File: config.mk
export PLATFORM = sky130hd
export DESIGN_NAME = bmp_pixel_stream_unpacker_flat
export DESIGN_NICKNAME = d
export VERILOG_FILES = /design/src/rtl/bpsu_pkg.sv /design/src/rtl/bpsu_byte_if.sv /design/src/rtl/bpsu_pix_if.sv /design/src/rtl/bmp_pixel_stream_unpacker.sv /design/src/flat_wrapper.sv
export SDC_FILE = /design/constraint.sdc
export NUM_CORES = 1
export LEC_CHECK = 0
export BUFFER_PORTS_ARGS = -buffer_cell sky130_fd_sc_hd__buf_2
export CAP_MARGIN = 40
export CORE_ASPECT_RATIO = 0.6
export CORE_MARGIN = 2
export CORE_UTILIZATION = 55
export CTS_CLUSTER_SIZE = 40
export DETAILED_ROUTE_END_ITERATION = 12
export GPL_TIMING_DRIVEN = 0
export PLACE_DENSITY = 0.88
export SETUP_SLACK_MARGIN = 0.3
export SLEW_MARGIN = 20
export SYNTH_ARGS = -nofsm -noshare
export SYNTH_HDL_FRONTEND = slang
export SYNTH_SLANG_ARGS = --single-unit
File: constraint.sdc
create_clock -name clk_i -period 5.7 [get_ports clk_i]
set_clock_uncertainty 0.15 [all_clocks]
set_input_delay 0.285 -clock clk_i [delete_from_list [all_inputs] [get_ports clk_i]]
set_output_delay 0.285 -clock clk_i [all_outputs]
set_load 0.02 [all_outputs]
File: src/rtl/bpsu_pkg.sv
// Shared constants for the BMP pixel stream unpacker.
// Header byte positions, image size bounds and counter widths.
// No dependencies.
`timescale 1ns / 1ps

package bpsu_pkg;

  // Image size bounds
  localparam int unsigned MAX_WIDTH  = 4096;
  localparam int unsigned MAX_HEIGHT = 4096;

  // Header layout (little-endian 32-bit fields)
  localparam int unsigned POS_W      = 32;
  localparam int unsigned OFFSET_POS = 10;
  localparam int unsigned WIDTH_POS  = 18;
  localparam int unsigned HEIGHT_POS = 22;
  localparam int unsigned HEADER_END = 26;

  // Output index width
  localparam int unsigned IDX_W = 12;

  // Column/row counters must hold the bound itself and cover the output index
  localparam int unsigned COL_BITS = $clog2(MAX_WIDTH + 1);
  localparam int unsigned ROW_BITS = $clog2(MAX_HEIGHT + 1);
  localparam int unsigned COL_W    = (COL_BITS > IDX_W) ? COL_BITS : IDX_W;
  localparam int unsigned ROW_W    = (ROW_BITS > IDX_W) ? ROW_BITS : IDX_W;

  typedef logic [POS_W-1:0] word_t;

endpackage

File: src/rtl/bpsu_byte_if.sv
// Byte channel into the BMP pixel stream unpacker.
// Valid/ready handshake with the raw file byte and a start flag. No dependencies.
`timescale 1ns / 1ps

interface bpsu_byte_if;
  logic       valid;
  logic       ready;
  logic [7:0] byte_value;
  logic       start_of_file;

  modport source (output valid, output byte_value, output start_of_file, input ready);
  modport sink   (input valid, input byte_value, input start_of_file, output ready);
endinterface

File: src/rtl/bpsu_pix_if.sv
// Pixel channel out of the BMP pixel stream unpacker.
// Valid/ready handshake with one pixel or one header error per beat. No dependencies.
`timescale 1ns / 1ps

interface bpsu_pix_if;
  logic        valid;
  logic        ready;
  logic [7:0]  red;
  logic [7:0]  green;
  logic [7:0]  blue;
  logic [11:0] pixel_row;
  logic [11:0] pixel_column;
  logic        last_pixel;
  logic        header_error;

  modport source (output valid, output red, output green, output blue,
                  output pixel_row, output pixel_column, output last_pixel,
                  output header_error, input ready);
  modport sink   (input valid, input red, input green, input blue,
                  input pixel_row, input pixel_column, input last_pixel,
                  input header_error, output ready);
endinterface

File: src/rtl/bmp_pixel_stream_unpacker.sv
// BMP pixel stream unpacker: 24-bit BMP file in, one byte per beat; pixels out.
// A pixel or error beat appears in the cycle after the byte that completes it.
// Throughput: 1 byte per cycle; a waiting output beat does not block input while
// the sink takes it in the same cycle (ready = output register empty or draining).
// Reset (rst_ni low, async): all parse state clears; the first byte is file byte zero.
// Uses bpsu_pkg, bpsu_byte_if and bpsu_pix_if.
`timescale 1ns / 1ps

module bmp_pixel_stream_unpacker (
  input  logic           clk_i,
  input  logic           rst_ni,
  bpsu_byte_if.sink      byte_i,
  bpsu_pix_if.source     pix_o
);

  localparam int unsigned PW = bpsu_pkg::POS_W;
  localparam int unsigned CW = bpsu_pkg::COL_W;
  localparam int unsigned RW = bpsu_pkg::ROW_W;

  // Parse state
  bpsu_pkg::word_t pos_q, pos_d;
  bpsu_pkg::word_t offset_q, offset_d;
  bpsu_pkg::word_t width_q, width_d;
  bpsu_pkg::word_t height_q, height_d;
  logic [15:0]     held_q, held_d;
  logic [1:0]      comp_q, comp_d;
  logic [1:0]      pad_q, pad_d;
  logic [CW-1:0]   col_q, col_d;
  logic [RW-1:0]   row_q, row_d;
  logic            done_q, done_d;

  // Result register
  logic        out_valid_q, out_valid_d;
  logic [7:0]  red_q, red_d;
  logic [7:0]  green_q, green_d;
  logic [7:0]  blue_q, blue_d;
  logic [11:0] orow_q, orow_d;
  logic [11:0] ocol_q, ocol_d;
  logic        last_q, last_d;
  logic        err_q, err_d;

  logic            in_beat;
  logic            emit;
  bpsu_pkg::word_t pos_e, offset_e, width_e, height_e;
  logic [1:0]      comp_e, pad_e;
  logic [CW-1:0]   col_e, col_inc;
  logic [RW-1:0]   row_e, row_inc;
  logic            done_e;
  logic [7:0]      b;

  // Accept a byte whenever the result register is empty or draining this cycle.
  assign byte_i.ready = !out_valid_q || pix_o.ready;
  assign in_beat      = byte_i.valid && byte_i.ready;
  assign b            = byte_i.byte_value;

  // Start flag acts as a restart: work from cleared state for this beat.
  assign pos_e    = byte_i.start_of_file ? '0 : pos_q;
  assign offset_e = byte_i.start_of_file ? '0 : offset_q;
  assign width_e  = byte_i.start_of_file ? '0 : width_q;
  assign height_e = byte_i.start_of_file ? '0 : height_q;
  assign comp_e   = byte_i.start_of_file ? '0 : comp_q;
  assign pad_e    = byte_i.start_of_file ? '0 : pad_q;
  assign col_e    = byte_i.start_of_file ? '0 : col_q;
  assign row_e    = byte_i.start_of_file ? '0 : row_q;
  assign done_e   = byte_i.start_of_file ? 1'b0 : done_q;

  assign col_inc = col_e + CW'(1);
  assign row_inc = row_e + RW'(1);

  always_comb begin
    pos_d    = pos_q;
    offset_d = offset_q;
    width_d  = width_q;
    height_d = height_q;
    held_d   = held_q;
    comp_d   = comp_q;
    pad_d    = pad_q;
    col_d    = col_q;
    row_d    = row_q;
    done_d   = done_q;
    emit     = 1'b0;
    red_d    = red_q;
    green_d  = green_q;
    blue_d   = blue_q;
    orow_d   = orow_q;
    ocol_d   = ocol_q;
    last_d   = last_q;
    err_d    = err_q;

    if (in_beat) begin
      offset_d = offset_e;
      width_d  = width_e;
      height_d = height_e;
      comp_d   = comp_e;
      pad_d    = pad_e;
      col_d    = col_e;
      row_d    = row_e;
      done_d   = done_e;

      // Byte position saturates at all ones.
      pos_d = (pos_e == '1) ? pos_e : pos_e + PW'(1);

      if (done_e) begin
        // Image finished or rejected: drop bytes until the next start flag.
      end else if (pos_e < PW'(bpsu_pkg::HEADER_END)) begin
        // Drop each header byte into its lane of the matching field.
        for (int k = 0; k < 4; k++) begin
          if (pos_e == PW'(bpsu_pkg::OFFSET_POS + k)) offset_d[8*k +: 8] = b;
          if (pos_e == PW'(bpsu_pkg::WIDTH_POS + k))  width_d[8*k +: 8]  = b;
          if (pos_e == PW'(bpsu_pkg::HEIGHT_POS + k)) height_d[8*k +: 8] = b;
        end
        // Last header byte completes the height: check the whole header now.
        if (pos_e == PW'(bpsu_pkg::HEADER_END - 1)) begin
          if (width_d == '0 || width_d > PW'(bpsu_pkg::MAX_WIDTH) ||
              height_d == '0 || height_d > PW'(bpsu_pkg::MAX_HEIGHT) ||
              offset_d < PW'(bpsu_pkg::HEADER_END)) begin
            done_d  = 1'b1;
            emit    = 1'b1;
            red_d   = '0;
            green_d = '0;
            blue_d  = '0;
            orow_d  = '0;
            ocol_d  = '0;
            last_d  = 1'b0;
            err_d   = 1'b1;
          end
        end
      end else if (pos_e < offset_e) begin
        // Skip the gap between header and pixel data.
      end else if (pad_e != 2'd0) begin
        pad_d = pad_e - 2'd1;
      end else if (comp_e == 2'd0) begin
        held_d[7:0] = b;
        comp_d      = 2'd1;
      end else if (comp_e == 2'd1) begin
        held_d[15:8] = b;
        comp_d       = 2'd2;
      end else begin
        // Red byte closes the pixel.
        comp_d  = 2'd0;
        emit    = 1'b1;
        red_d   = b;
        green_d = held_q[15:8];
        blue_d  = held_q[7:0];
        orow_d  = row_e[11:0];
        ocol_d  = col_e[11:0];
        last_d  = 1'b0;
        err_d   = 1'b0;
        col_d   = col_inc;
        // Width is validated, so it fits the column counter.
        if (col_inc == width_e[CW-1:0]) begin
          col_d = '0;
          row_d = row_inc;
          // Row padding to four bytes equals width mod 4 for 3-byte pixels.
          pad_d = width_e[1:0];
          if (row_inc == height_e[RW-1:0]) begin
            last_d = 1'b1;
            done_d = 1'b1;
          end
        end
      end
    end

    // Hold the result until taken; a new beat may refill it in the same cycle.
    if (in_beat) begin
      out_valid_d = emit;
    end else if (pix_o.ready) begin
      out_valid_d = 1'b0;
    end else begin
      out_valid_d = out_valid_q;
    end
  end

  always_ff @(posedge clk_i or negedge rst_ni) begin
    if (!rst_ni) begin
      pos_q       <= '0;
      offset_q    <= '0;
      width_q     <= '0;
      height_q    <= '0;
      held_q      <= '0;
      comp_q      <= '0;
      pad_q       <= '0;
      col_q       <= '0;
      row_q       <= '0;
      done_q      <= 1'b0;
      out_valid_q <= 1'b0;
    end else begin
      pos_q       <= pos_d;
      offset_q    <= offset_d;
      width_q     <= width_d;
      height_q    <= height_d;
      held_q      <= held_d;
      comp_q      <= comp_d;
      pad_q       <= pad_d;
      col_q       <= col_d;
      row_q       <= row_d;
      done_q      <= done_d;
      out_valid_q <= out_valid_d;
    end
  end

  // Result payload: loaded only with a new result, no reset needed.
  always_ff @(posedge clk_i) begin
    if (in_beat && emit) begin
      red_q   <= red_d;
      green_q <= green_d;
      blue_q  <= blue_d;
      orow_q  <= orow_d;
      ocol_q  <= ocol_d;
      last_q  <= last_d;
      err_q   <= err_d;
    end
  end

  assign pix_o.valid        = out_valid_q;
  assign pix_o.red          = red_q;
  assign pix_o.green        = green_q;
  assign pix_o.blue         = blue_q;
  assign pix_o.pixel_row    = orow_q;
  assign pix_o.pixel_column = ocol_q;
  assign pix_o.last_pixel   = last_q;
  assign pix_o.header_error = err_q;

endmodule

File: src/flat_wrapper.sv
// flat-port wrapper written by rule: the top's interface ports become plain ports
module bmp_pixel_stream_unpacker_flat 
  (clk_i, rst_ni, byte_i_valid, byte_i_byte_value, byte_i_start_of_file, byte_i_ready, pix_o_valid, pix_o_red, pix_o_green, pix_o_blue, pix_o_pixel_row, pix_o_pixel_column, pix_o_last_pixel, pix_o_header_error, pix_o_ready);
  bpsu_byte_if byte_i_i ();
  bpsu_pix_if pix_o_i ();
  input  logic clk_i;
  input  logic rst_ni;
  input wire logic [$bits(byte_i_i.valid)-1:0] byte_i_valid;
  input wire logic [$bits(byte_i_i.byte_value)-1:0] byte_i_byte_value;
  input wire logic [$bits(byte_i_i.start_of_file)-1:0] byte_i_start_of_file;
  output wire logic [$bits(byte_i_i.ready)-1:0] byte_i_ready;
  output wire logic [$bits(pix_o_i.valid)-1:0] pix_o_valid;
  output wire logic [$bits(pix_o_i.red)-1:0] pix_o_red;
  output wire logic [$bits(pix_o_i.green)-1:0] pix_o_green;
  output wire logic [$bits(pix_o_i.blue)-1:0] pix_o_blue;
  output wire logic [$bits(pix_o_i.pixel_row)-1:0] pix_o_pixel_row;
  output wire logic [$bits(pix_o_i.pixel_column)-1:0] pix_o_pixel_column;
  output wire logic [$bits(pix_o_i.last_pixel)-1:0] pix_o_last_pixel;
  output wire logic [$bits(pix_o_i.header_error)-1:0] pix_o_header_error;
  input wire logic [$bits(pix_o_i.ready)-1:0] pix_o_ready;
  assign byte_i_i.valid = byte_i_valid;
  assign byte_i_i.byte_value = byte_i_byte_value;
  assign byte_i_i.start_of_file = byte_i_start_of_file;
  assign byte_i_ready = byte_i_i.ready;
  assign pix_o_valid = pix_o_i.valid;
  assign pix_o_red = pix_o_i.red;
  assign pix_o_green = pix_o_i.green;
  assign pix_o_blue = pix_o_i.blue;
  assign pix_o_pixel_row = pix_o_i.pixel_row;
  assign pix_o_pixel_column = pix_o_i.pixel_column;
  assign pix_o_last_pixel = pix_o_i.last_pixel;
  assign pix_o_header_error = pix_o_i.header_error;
  assign pix_o_i.ready = pix_o_ready;
  bmp_pixel_stream_unpacker u_core (.clk_i(clk_i), .rst_ni(rst_ni), .byte_i(byte_i_i), .pix_o(pix_o_i));
endmodule
==> flow_summary.json <==
{
  "status": "completed",
  "dp_worst_setup_slack_ns": -2.23,
  "synthesis.area_um2": 12500,
  "period_share_pct": 95.7,
  "fillers": 1797,
  "crit_path_cell_trace": "buf_2, buf_2, buf_4, buf_4, buf_4, buf_4, clkbuf_4, buf_4, clkbuf_2, nor2b_1, ha_1, a21oi_1, o21ai_0, a221oi_1, nor3_2, nor3_4, or2_2, clkbuf_2, nor2_1, a31oi_4, nor2_4, buf_12",
  "clockBufferDepth": 3,
  "busiest_layer": "met1",
  "criticalPathCategory": "in2reg",
  "cp_num_cells": 22,
  "finalWorstSetupSlack_ns": 0.242,
  "endpoint": "u_core.pix_o.blue[3]",
  "crit_start": "byte_i_start_of_file",
  "die_w_um": 199,
  "cts-root-buf": "clkbuf_16",
  "critPathMaxFanout": 29,
  "fmax_mhz": 183,
  "core_um2": 22200,
  "synthTopCellsByArea": "dfrtp_1, edfxtp_1, a22o_1",
  "async_reset_ff_share_pct": 77.9,
  "hold_viol": 0,
  "start_util_pct": 56.4,
  "grt_overflow_total": 0,
  "critPathMaxStageDelay_ns": 0.47,
  "r2r_cells": 11,
  "synth.distinct_cells": 81,
  "clkLatencyLatePin_ns": 0.53,
  "cap_violations": 0,
  "p_leak_nw": 5.93,
  "route.vias.total": 11200,
  "ant_nets": 0,
  "num_io_pins": 65,
  "first_iter_violations": 1660,
  "drive_gt1_share_pct": 13.0,
  "drcViolationCount": 0,
  "use_met1_pct": 47.6,
  "crit_buf_inv": 11,
  "placed_area_um2": 13300,
  "synth.top_cell.area_share_pct": 35.2,
  "regToRegStartpoint": "u_core.pos_q[10]",
  "holdWs_ns": 0.0117,
  "p_per_area_nw_per_um2": 246,
  "htreeDepth": 1,
  "grt_pass1_vias": 10500,
  "cts_tree": "done",
  "worstPathArrival_ns": 5.58,
  "clock-sinks": 226,
  "area_growth_pct": 13.0,
  "final_cell_mix": "dfrtp_1, nand2_1, nor2_1",
  "avgSynthCellArea_um2": 9.80,
  "r2r_end": "u_core.pix_o.blue[3]",
  "seq_area_um2": 5910,
  "crit_family": "buffers and inverters",
  "synth_area_leader_cell": "dfrtp_1",
  "synth_nets": 1323,
  "ir_worst_vdd_v": 0.000271,
  "cpMostUsedCell": "buf_4",
  "synth_edf_count": 50,
  "grt_usage_pct": 33.4,
  "start_kind": "primary input",
  "antenna_cells": 0,
  "min_path_type": "in2reg",
  "placedCellCount": 1648,
  "tightest_slew_ns": 0.900,
  "avgViaCountPerCell": 6.61,
  "relSlewSlack_pct": 39.5,
  "rows": 42,
  "yosysSeqAreaShare_pct": 47.2,
  "finalNonFillerCells": 1696,
  "design_area_um2": 14100,
  "setup_violations": 0,
  "first_pass_iters": 6,
  "final_util_pct": 63.7,
  "power_mw": 3.47,
  "setup_tns_ns": 0,
  "fin_crit_ns": 5.46,
  "place_congestion": 1.03,
  "grt_start_max_net_pins": 91,
  "synthFlopType": "dfrtp_1",
  "die_h_um": 121,
  "final_max_slew_viol_count": 0,
  "r2r_slack_ns": 1.06,
  "multi_input_area_um2": 6290,
  "synth_seq_cells": 226,
  "cp.required_ns": 5.82,
  "clk_pin_slew_ns": 0.06,
  "avgRoutedWirePerCell_um": 23.5,
  "numCtsBuffers": 21,
  "port_buffers": 62,
  "grt_util_met2_pct": 46.3,
  "fin_nets": 1422,
  "netlist_instances": 1275,
  "routed_wl_um": 39900,
  "antenna_found_initial": 0,
  "rsz0062_at_grt": "true",
  "dp_hpwl_um": 28200,
  "crit_slowest_cell": "a221oi_1",
  "grt_pass1_wl_um": 60600,
  "use_met3_pct": 13.6,
  "final_common_cell": "dfrtp_1",
  "end_kind": "flop",
  "die-area_um2": 24000,
  "yosys_warnings": 0
}
## cell usage after synthesis (all sizes together) (10+ instances only)
cell    count
ha         35
mux2i      16
or4        12
dfrtp     176
xnor2      40
clkbuf     54
nor2      111
inv        25
and2       45
nor3       32
a22o       85
a21oi      35
o22ai      10
nand4      27
buf        17
edfxtp     50
mux2       18
nor2b      36
nor4       31
o21ai      63
a31oi      11
nand2     158
nand3      30
xor2       25
## worst min-delay path by stage
stage	end	slack, ns	depth (start not counted)	startpoint
final	u_core.pix_o.valid	0.01	3	pix_o_ready
after global placement	u_core.held_q[0]	0.31	2	u_core.held_q[0]
after global routing	u_core.pix_o.valid	0.05	3	pix_o_ready
after floorplan	u_core.col_q[0]	-0.16	0	rst_ni
after CTS	u_core.pix_o.valid	0.009	3	pix_o_ready
after detailed placement	u_core.row_q[6]	0.19	1	rst_ni
## final cells by class
type	instances	share of cell area (%)
inverters	25	0.664
repair buffers	75	3.34
clock inverters	8	0.540
plain buffers	71	2.32
clock buffers	29	4.07
multi-input cells	954	44.5
well taps	308	2.73
flip-flops and latches	226	41.8
## cell families after synthesis
family,count (synthesis),synth area share [%]
buffers and inverters,96,3.05
AND/OR/NAND/NOR,544,22.6
multiplexers,34,2.96
AO/OA/AOI/OAI,273,15.7
flip-flops,226,47.2
adder cells (fa/ha/maj),35,3.50
XOR/XNOR,67,4.92
## where the power goes
group	internal [mW]	switching [mW]
Clock	0.756	0.635
Sequential	1.68	0.0312
Combinational	0.109	0.260
Total	2.55	0.926
## what timing repair did
item	CTS	global route
pin swaps	2	2
setup endpoints to repair	99	91
cloned	1	0
hold buffers	2	0
resized for setup	23	15
endpoints found under the hold margin	87	0
setup buffers	3	3
## sequential cells by signal, summed over array words and instances, names as in the netlist, 8 cells and up
signal	count
u_core.width_q	32
u_core.col_q	13
u_core.row_q	13
u_core.height_q	32
u_core.pix_o.blue	8
u_core.pix_o.red	8
u_core.held_q	16
u_core.pix_o.green	8
u_core.pos_q	32
u_core.pix_o.pixel_row	12
u_core.offset_q	32
u_core.pix_o.pixel_column	12
## worst min-delay path: cells and delay by family
family	cells	cell delay [ns]
AO/OA/AOI/OAI	1	0.09
buffers and inverters	1	0.07
AND/OR/NAND/NOR	1	0.18
## metal layers
layer / routed length [um] / up-vias
li1: - / 4885
met1: 16600 / 5462
met2: 16100 / 739
met3: 5740 / 129
met4: 1440 / 0
met5: 0 / -
(Power assumes the default switching activity.)
